==> src/hdl/hsvc_pkg.sv <==
// Shared constants for the HSV to RGB converter.
`timescale 1ns / 1ps

package hsvc_pkg;

    localparam int FRAC_BITS_DEF = 15;
    localparam int SECTOR_W      = 3;

    localparam logic [SECTOR_W-1:0] SECTOR_RED_YEL = 3'd0;
    localparam logic [SECTOR_W-1:0] SECTOR_YEL_GRN = 3'd1;
    localparam logic [SECTOR_W-1:0] SECTOR_GRN_CYN = 3'd2;
    localparam logic [SECTOR_W-1:0] SECTOR_CYN_BLU = 3'd3;
    localparam logic [SECTOR_W-1:0] SECTOR_BLU_MAG = 3'd4;
    localparam logic [SECTOR_W-1:0] SECTOR_MAG_RED = 3'd5;

endpackage

==> src/hdl/hsvc_prep.sv <==
// Stage 1: clamp saturation and value, split six times hue into sector and fraction.
`timescale 1ns / 1ps

module hsvc_prep
    import hsvc_pkg::*;
#(
    parameter int FRAC_BITS = FRAC_BITS_DEF
)
(
    input  logic                  clk,
    input  logic                  rst_n,
    input  logic                  in_valid,
    output logic                  in_ready,
    input  logic [FRAC_BITS-1:0]  hue,
    input  logic [FRAC_BITS:0]    saturation,
    input  logic [FRAC_BITS:0]    brightness,
    output logic                  out_valid,
    input  logic                  out_ready,
    output logic [SECTOR_W-1:0]   sector,
    output logic [FRAC_BITS-1:0]  frac,
    output logic [FRAC_BITS:0]    sat,
    output logic [FRAC_BITS:0]    val
);

    localparam int W = FRAC_BITS + 1;
    localparam logic [W-1:0] ONE = W'(1) << FRAC_BITS;

    logic                 valid_reg;
    logic                 valid_next;
    logic [SECTOR_W-1:0]  sector_reg;
    logic [FRAC_BITS-1:0] frac_reg;
    logic [W-1:0]         sat_reg;
    logic [W-1:0]         val_reg;
    logic [FRAC_BITS+2:0] hue_ext;
    logic [FRAC_BITS+2:0] hue6;

    // hue * 6 = hue * 4 + hue * 2
    assign hue_ext = {3'b000, hue};
    assign hue6    = (hue_ext << 2) + (hue_ext << 1);

    assign in_ready = !valid_reg || out_ready;

    always_comb
    begin
        valid_next = valid_reg;
        if (in_ready)
        begin
            valid_next = in_valid;
        end
    end

    always_ff @(posedge clk or negedge rst_n)
    begin
        if (!rst_n)
        begin
            valid_reg <= 1'b0;
        end
        else
        begin
            valid_reg <= valid_next;
        end
    end

    always_ff @(posedge clk)
    begin
        if (in_ready && in_valid)
        begin
            sector_reg <= hue6[FRAC_BITS+2:FRAC_BITS];
            frac_reg   <= hue6[FRAC_BITS-1:0];
            sat_reg    <= (saturation > ONE) ? ONE : saturation;
            val_reg    <= (brightness > ONE) ? ONE : brightness;
        end
    end

    assign out_valid = valid_reg;
    assign sector    = sector_reg;
    assign frac      = frac_reg;
    assign sat       = sat_reg;
    assign val       = val_reg;

endmodule

==> src/hdl/hsvc_mul.sv <==
// Stages 2 and 3: fixed-point products for p, s*f and s*(1-f), then q and t.
`timescale 1ns / 1ps

module hsvc_mul
    import hsvc_pkg::*;
#(
    parameter int FRAC_BITS = FRAC_BITS_DEF
)
(
    input  logic                  clk,
    input  logic                  rst_n,
    input  logic                  in_valid,
    output logic                  in_ready,
    input  logic [SECTOR_W-1:0]   sector,
    input  logic [FRAC_BITS-1:0]  frac,
    input  logic [FRAC_BITS:0]    sat,
    input  logic [FRAC_BITS:0]    val,
    output logic                  out_valid,
    input  logic                  out_ready,
    output logic [SECTOR_W-1:0]   out_sector,
    output logic [FRAC_BITS:0]    out_v,
    output logic [FRAC_BITS:0]    out_p,
    output logic [FRAC_BITS:0]    out_q,
    output logic [FRAC_BITS:0]    out_t
);

    localparam int W = FRAC_BITS + 1;
    localparam logic [W-1:0] ONE = W'(1) << FRAC_BITS;

    // stage 2
    logic                 s2_valid_reg;
    logic                 s2_valid_next;
    logic                 s2_load;
    logic [SECTOR_W-1:0]  s2_sector_reg;
    logic [W-1:0]         s2_v_reg;
    logic [W-1:0]         s2_p_reg;
    logic [W-1:0]         s2_sf_reg;
    logic [W-1:0]         s2_sfc_reg;
    logic [2*W-1:0]       prod_p;
    logic [2*W-1:0]       prod_sf;
    logic [2*W-1:0]       prod_sfc;

    // stage 3
    logic                 s3_valid_reg;
    logic                 s3_valid_next;
    logic                 s3_load;
    logic [SECTOR_W-1:0]  s3_sector_reg;
    logic [W-1:0]         s3_v_reg;
    logic [W-1:0]         s3_p_reg;
    logic [W-1:0]         s3_q_reg;
    logic [W-1:0]         s3_t_reg;
    logic [2*W-1:0]       prod_q;
    logic [2*W-1:0]       prod_t;

    assign prod_p   = W'(val) * W'(ONE - sat);
    assign prod_sf  = W'(sat) * W'({1'b0, frac});
    assign prod_sfc = W'(sat) * W'(ONE - {1'b0, frac});

    assign prod_q = s2_v_reg * W'(ONE - s2_sf_reg);
    assign prod_t = s2_v_reg * W'(ONE - s2_sfc_reg);

    assign s3_load  = !s3_valid_reg || out_ready;
    assign s2_load  = !s2_valid_reg || s3_load;
    assign in_ready = s2_load;

    always_comb
    begin
        s2_valid_next = s2_valid_reg;
        s3_valid_next = s3_valid_reg;
        if (s2_load)
        begin
            s2_valid_next = in_valid;
        end
        if (s3_load)
        begin
            s3_valid_next = s2_valid_reg;
        end
    end

    always_ff @(posedge clk or negedge rst_n)
    begin
        if (!rst_n)
        begin
            s2_valid_reg <= 1'b0;
            s3_valid_reg <= 1'b0;
        end
        else
        begin
            s2_valid_reg <= s2_valid_next;
            s3_valid_reg <= s3_valid_next;
        end
    end

    always_ff @(posedge clk)
    begin
        if (s2_load && in_valid)
        begin
            s2_sector_reg <= sector;
            s2_v_reg      <= val;
            s2_p_reg      <= prod_p[2*W-2:FRAC_BITS];
            s2_sf_reg     <= prod_sf[2*W-2:FRAC_BITS];
            s2_sfc_reg    <= prod_sfc[2*W-2:FRAC_BITS];
        end
        if (s3_load && s2_valid_reg)
        begin
            s3_sector_reg <= s2_sector_reg;
            s3_v_reg      <= s2_v_reg;
            s3_p_reg      <= s2_p_reg;
            s3_q_reg      <= prod_q[2*W-2:FRAC_BITS];
            s3_t_reg      <= prod_t[2*W-2:FRAC_BITS];
        end
    end

    assign out_valid  = s3_valid_reg;
    assign out_sector = s3_sector_reg;
    assign out_v      = s3_v_reg;
    assign out_p      = s3_p_reg;
    assign out_q      = s3_q_reg;
    assign out_t      = s3_t_reg;

endmodule

==> src/hdl/hsvc_route.sv <==
// Stage 4: sector routing of v, p, q, t into the output register.
`timescale 1ns / 1ps

module hsvc_route
    import hsvc_pkg::*;
#(
    parameter int FRAC_BITS = FRAC_BITS_DEF
)
(
    input  logic                  clk,
    input  logic                  rst_n,
    input  logic                  in_valid,
    output logic                  in_ready,
    input  logic [SECTOR_W-1:0]   sector,
    input  logic [FRAC_BITS:0]    v,
    input  logic [FRAC_BITS:0]    p,
    input  logic [FRAC_BITS:0]    q,
    input  logic [FRAC_BITS:0]    t,
    output logic                  out_valid,
    input  logic                  out_ready,
    output logic [FRAC_BITS:0]    red,
    output logic [FRAC_BITS:0]    green,
    output logic [FRAC_BITS:0]    blue
);

    logic                 valid_reg;
    logic                 valid_next;
    logic [FRAC_BITS:0]   red_reg;
    logic [FRAC_BITS:0]   green_reg;
    logic [FRAC_BITS:0]   blue_reg;
    logic [FRAC_BITS:0]   red_next;
    logic [FRAC_BITS:0]   green_next;
    logic [FRAC_BITS:0]   blue_next;

    assign in_ready = !valid_reg || out_ready;

    always_comb
    begin
        case (sector)
            SECTOR_RED_YEL:
            begin
                red_next = v; green_next = t; blue_next = p;
            end
            SECTOR_YEL_GRN:
            begin
                red_next = q; green_next = v; blue_next = p;
            end
            SECTOR_GRN_CYN:
            begin
                red_next = p; green_next = v; blue_next = t;
            end
            SECTOR_CYN_BLU:
            begin
                red_next = p; green_next = q; blue_next = v;
            end
            SECTOR_BLU_MAG:
            begin
                red_next = t; green_next = p; blue_next = v;
            end
            default:
            begin
                red_next = v; green_next = p; blue_next = q;
            end
        endcase
    end

    always_comb
    begin
        valid_next = valid_reg;
        if (in_ready)
        begin
            valid_next = in_valid;
        end
    end

    always_ff @(posedge clk or negedge rst_n)
    begin
        if (!rst_n)
        begin
            valid_reg <= 1'b0;
        end
        else
        begin
            valid_reg <= valid_next;
        end
    end

    always_ff @(posedge clk)
    begin
        if (in_ready && in_valid)
        begin
            red_reg   <= red_next;
            green_reg <= green_next;
            blue_reg  <= blue_next;
        end
    end

    assign out_valid = valid_reg;
    assign red       = red_reg;
    assign green     = green_reg;
    assign blue      = blue_reg;

endmodule

==> src/hdl/hsv_to_rgb_converter.sv <==
// A request accepted on s_ passes in order through four register stages
// (clamp/sector, p and s*f products, q and t products, routing) to m_; each
// holds one request. Throughput: one request per cycle unless m_tready stalls.
// Backpressure on m_tready stalls the stages behind it; empty stages still fill.
// Reset (rst_n low, asynchronous) clears all stage valid bits; data is not reset.
`timescale 1ns / 1ps

module hsv_to_rgb_converter
    import hsvc_pkg::*;
#(
    parameter int FRAC_BITS = FRAC_BITS_DEF
)
(
    input  logic                                          clk,
    input  logic                                          rst_n,
    input  logic                                          s_tvalid,
    output logic                                          s_tready,
    // hue, saturation, brightness (from bit 0), zero padded
    input  logic [((3*FRAC_BITS+2+7)/8)*8-1:0]           s_tdata,
    output logic                                          m_tvalid,
    input  logic                                          m_tready,
    // red, green, blue (from bit 0), zero padded
    output logic [((3*(FRAC_BITS+1)+7)/8)*8-1:0]         m_tdata
);

    localparam int W     = FRAC_BITS + 1;
    localparam int OUT_W = ((3*W+7)/8)*8;

    logic                 p1_valid;
    logic                 p1_ready;
    logic [SECTOR_W-1:0]  p1_sector;
    logic [FRAC_BITS-1:0] p1_frac;
    logic [W-1:0]         p1_sat;
    logic [W-1:0]         p1_val;

    logic                 m3_valid;
    logic                 m3_ready;
    logic [SECTOR_W-1:0]  m3_sector;
    logic [W-1:0]         m3_v;
    logic [W-1:0]         m3_p;
    logic [W-1:0]         m3_q;
    logic [W-1:0]         m3_t;

    logic [W-1:0]         red;
    logic [W-1:0]         green;
    logic [W-1:0]         blue;

    hsvc_prep #(.FRAC_BITS(FRAC_BITS)) u_prep (
        .clk        (clk),
        .rst_n      (rst_n),
        .in_valid   (s_tvalid),
        .in_ready   (s_tready),
        .hue        (s_tdata[FRAC_BITS-1:0]),
        .saturation (s_tdata[2*FRAC_BITS:FRAC_BITS]),
        .brightness (s_tdata[3*FRAC_BITS+1:2*FRAC_BITS+1]),
        .out_valid  (p1_valid),
        .out_ready  (p1_ready),
        .sector     (p1_sector),
        .frac       (p1_frac),
        .sat        (p1_sat),
        .val        (p1_val)
    );

    hsvc_mul #(.FRAC_BITS(FRAC_BITS)) u_mul (
        .clk        (clk),
        .rst_n      (rst_n),
        .in_valid   (p1_valid),
        .in_ready   (p1_ready),
        .sector     (p1_sector),
        .frac       (p1_frac),
        .sat        (p1_sat),
        .val        (p1_val),
        .out_valid  (m3_valid),
        .out_ready  (m3_ready),
        .out_sector (m3_sector),
        .out_v      (m3_v),
        .out_p      (m3_p),
        .out_q      (m3_q),
        .out_t      (m3_t)
    );

    hsvc_route #(.FRAC_BITS(FRAC_BITS)) u_route (
        .clk        (clk),
        .rst_n      (rst_n),
        .in_valid   (m3_valid),
        .in_ready   (m3_ready),
        .sector     (m3_sector),
        .v          (m3_v),
        .p          (m3_p),
        .q          (m3_q),
        .t          (m3_t),
        .out_valid  (m_tvalid),
        .out_ready  (m_tready),
        .red        (red),
        .green      (green),
        .blue       (blue)
    );

    assign m_tdata = OUT_W'({blue, green, red});

endmodule

==> config.mk <==
export PLATFORM = sky130hd
export DESIGN_NAME = hsv_to_rgb_converter
export DESIGN_NICKNAME = d
export VERILOG_FILES = /design/src/hdl/hsvc_pkg.sv /design/src/hdl/hsvc_prep.sv /design/src/hdl/hsvc_mul.sv /design/src/hdl/hsvc_route.sv /design/src/hdl/hsv_to_rgb_converter.sv
export SDC_FILE = /design/constraint.sdc
export NUM_CORES = 2
export LEC_CHECK = 0
export BUFFER_PORTS_ARGS = -buffer_cell sky130_fd_sc_hd__buf_2
export CELL_PAD_IN_SITES_DETAIL_PLACEMENT = 0
export CELL_PAD_IN_SITES_GLOBAL_PLACEMENT = 1
export CORE_UTILIZATION = 45
export CTS_CLUSTER_DIAMETER = 200
export CTS_CLUSTER_SIZE = 10
export DETAILED_ROUTE_END_ITERATION = 16
export GPL_TIMING_DRIVEN = 1
export PLACE_DENSITY_LB_ADDON = 0.1
export RECOVER_POWER = 25
export SYNTH_ARGS = -nofsm -noshare
export SYNTH_HDL_FRONTEND = slang
export SYNTH_SLANG_ARGS = --single-unit
==> constraint.sdc <==
create_clock -name clk -period 9.4 [get_ports clk]
set_input_delay 1.88 -clock clk [delete_from_list [all_inputs] [get_ports clk]]
set_output_delay 1.88 -clock clk [all_outputs]
set_load 0.02 [all_outputs]
==> run summary <==
Outcome = finished with violations
Failing checks = capacitance limit, slew limit
Synthesized area = 48800 µm²
Clk_skew = 0.0264 ns
WS Path Type = reg2reg
Final Cycle Share = 0.865
Avg Vias per Cell = 5.16
Final Net Count = 6572
Crit-path cells = or4_4 -> or4_4 -> or4_4 -> nor3_4 -> xor2_2 -> nand2_1 -> fa_1 -> fa_1 -> inv_1 -> fa_1 -> fa_1 -> fa_1 -> inv_1 -> fa_1 -> inv_1 -> ha_1 -> nand3_1 -> o31ai_1 -> a41oi_1 -> buf_4 -> o31ai_1 -> nor2_1 -> o311ai_0
Critical Path Source Type = flip-flop
Critical path fanouts, max = 8
Post-route ant nets = 0
Final Hold Vio Count = 0
Synth async-reset ratio = 0.0170
Clock root cell = clkbuf_16
Most used cell, CP = fa_1
Initial DRC count = 1703
Grt total ovfl = 0
Die Span Y = 331 µm
Largest net degree at the start of global routing = 69
Mean post-synth cell area = 9.60 µm²
Flops & latches, synth = 235
Least-Margin Pin Slew = 3.40 ns
TritonCTS buffer count = 27
Synth warn = 0
Final setup fails = 0
Layout cells sized above 1 = 0.0575
IO Pins = 102
Clock-pin slew on the worst setup and hold paths = 0.07 ns
Setup crit end kind = flip-flop
Most common cell after layout, fill and taps aside = inv_1
Slowest-stage cell, CP = or4_4
Routed len/inst = 19.8 µm
Critical Path AT = 8.52 ns
Sequential share of the synthesized area = 0.144
Max-cap violation count = 10
Post-CTS Resized = 0
Post-synthesis cell type count = 64
Port Buffers = 100
Via count = 33600
Gpl congestion = 0.840
Num Clock Sinks = 235
First-pass iteration count of the detailed router = 5
Clk buf depth = 3
Top_reg_cell synth = edfxtp_1
Initial core utilization = 0.455
Setup Total Neg Slack = 0 ns
Std-Cell Rows = 120
F_max = 0.123 GHz
CTS tree = built
P&R area growth vs syn = 6.08%
Worst path max stage delay = 0.57 ns
First-pass GRT wire length = 205 mm
Required time worst endpoint = 9.79 ns
Hpwl dp = 99.6 mm
Final wirelength = 129 mm
Vias in the first global route = 35500
RSZ-0062 raised after global routing = false
Total Routing Usage GR = 0.240
Worst rel slew slack = -1.27
Initial antenna violation count = 1
Most frequent cells in the layout = 1053 x inv_1, 921 x fa_1, 716 x nand2_1, 532 x and2_1, 514 x ha_1
DIE AREA = 110000 µm²
Post-synth EDFFs = 231
H-tree levels = 1
Die span in x = 331 µm
Filler instances = 10300
Clock Latency Late Sink = 0.61 ns
Hold Crit Class = reg2reg
Count of hold-fix buffers inserted at cts = 0
Fin crit period = 8.13 ns
CORE AREA = 107000 µm²
ANT cells = 0
Drt drc = 0
Fin. max-slew vios = 330
Synthesized net count = 6571
Post-Synthesis Cells = 5084
Postcts setup bufs = 0
[critical path: cells and delay by family, from the launching register on]
family	cells	cell delay [ns]
AOI/OAI and AO/OA	4	1.42
xor gates and xnor gates	1	0.35
adders and majority gates	7	3.32
buffers and inverters	4	0.33
DFF	1	0.39
and+or+nand+nor	7	2.10
[synthesized netlist by cell type, drive strengths merged, types with 7 or more instances]
master,count,area (µm²)
a211oi,47,353
a21o,29,218
a21oi,93,465
a31oi,10,62.6
and2,535,3350
and3,8,50.1
buf,8,32.5
clkbuf,230,863
edfxtp,231,6940
fa,921,18400
ha,514,6430
inv,1054,3960
mux2,46,518
mux2i,36,360
nand2,717,2690
nand2b,14,87.6
nand3,23,115
nand4,12,75.1
nor2,99,372
nor2b,58,363
nor3,39,206
nor4,20,125
o211ai,7,52.6
o21a,19,143
o21ai,31,155
o21bai,9,67.6
o22ai,32,200
or3,13,81.3
or4,11,93.8
xnor2,110,971
xor2,38,340
[layer usage]
layer  global-route usage  part of all wire  vias to the layer above
met3               0.0198             0.038                      103
met4               0.0388             0.017                        0
met5                    0                 0                        -
met1                0.331              0.45                    17300
li1                     -                 -                    15600
met2                0.418              0.49                      650
[worst paths after layout]
check / startpoint / end / slack (ns) / cells after the start
worst max register to register: u_prep.sat[5] / u_mul.s2_p_reg[14] / 1.27 / 23
worst max-delay path: u_prep.sat[5] / u_mul.s2_p_reg[14] / 1.27 / 23
max in group asynchronous: rst_n / u_mul.out_valid / 8.10 / 1
worst min-delay path: u_mul.s2_sector_reg[2] / u_mul.out_sector[2] / 0.42 / 0
worst min register to register: u_mul.s2_sector_reg[2] / u_mul.out_sector[2] / 0.42 / 0
min in group asynchronous: rst_n / u_prep.out_valid / 1.10 / 1
[stage by stage]
step                setup slack (ns)  instance area [µm²]  utilization  std cells  hold slack, ns
global placement                1.22                51100        0.476       6459           0.404
floorplan                       1.80                48800            -       5084           0.400
detailed placement              1.30                51100        0.476       6459           0.405
CTS                             1.24                51900        0.483       6501           0.421
finish                          1.27                51800        0.482       6501           0.416
global route                   0.783                51800        0.482       6501           0.424
[layout make-up]
cell class,instances,area (µm²),share of cell area
clock buffers,40,734,0.0142
multi-input cells,3557,37000,0.715
inverters,1054,3960,0.0764
repair buffers,210,1250,0.0241
flip-flops and latches,235,7040,0.136
clock inverters,2,25.0,0.000483
well taps,1403,1760,0.0339
[cell families after synthesis]
kind of cell               count (synthesis)  synth area share
xor gates and xnor gates                 148            0.0269
and+or+nand+nor                         1568             0.159
DFF                                      235             0.144
adders and majority gates               1435             0.509
buffers and inverters                   1292            0.0994
AOI/OAI and AO/OA                        324            0.0435
muxes                                     82            0.0180
Power is not shown: default switching activity piles up to over one toggle a cycle in this logic, so the estimate is an artifact.
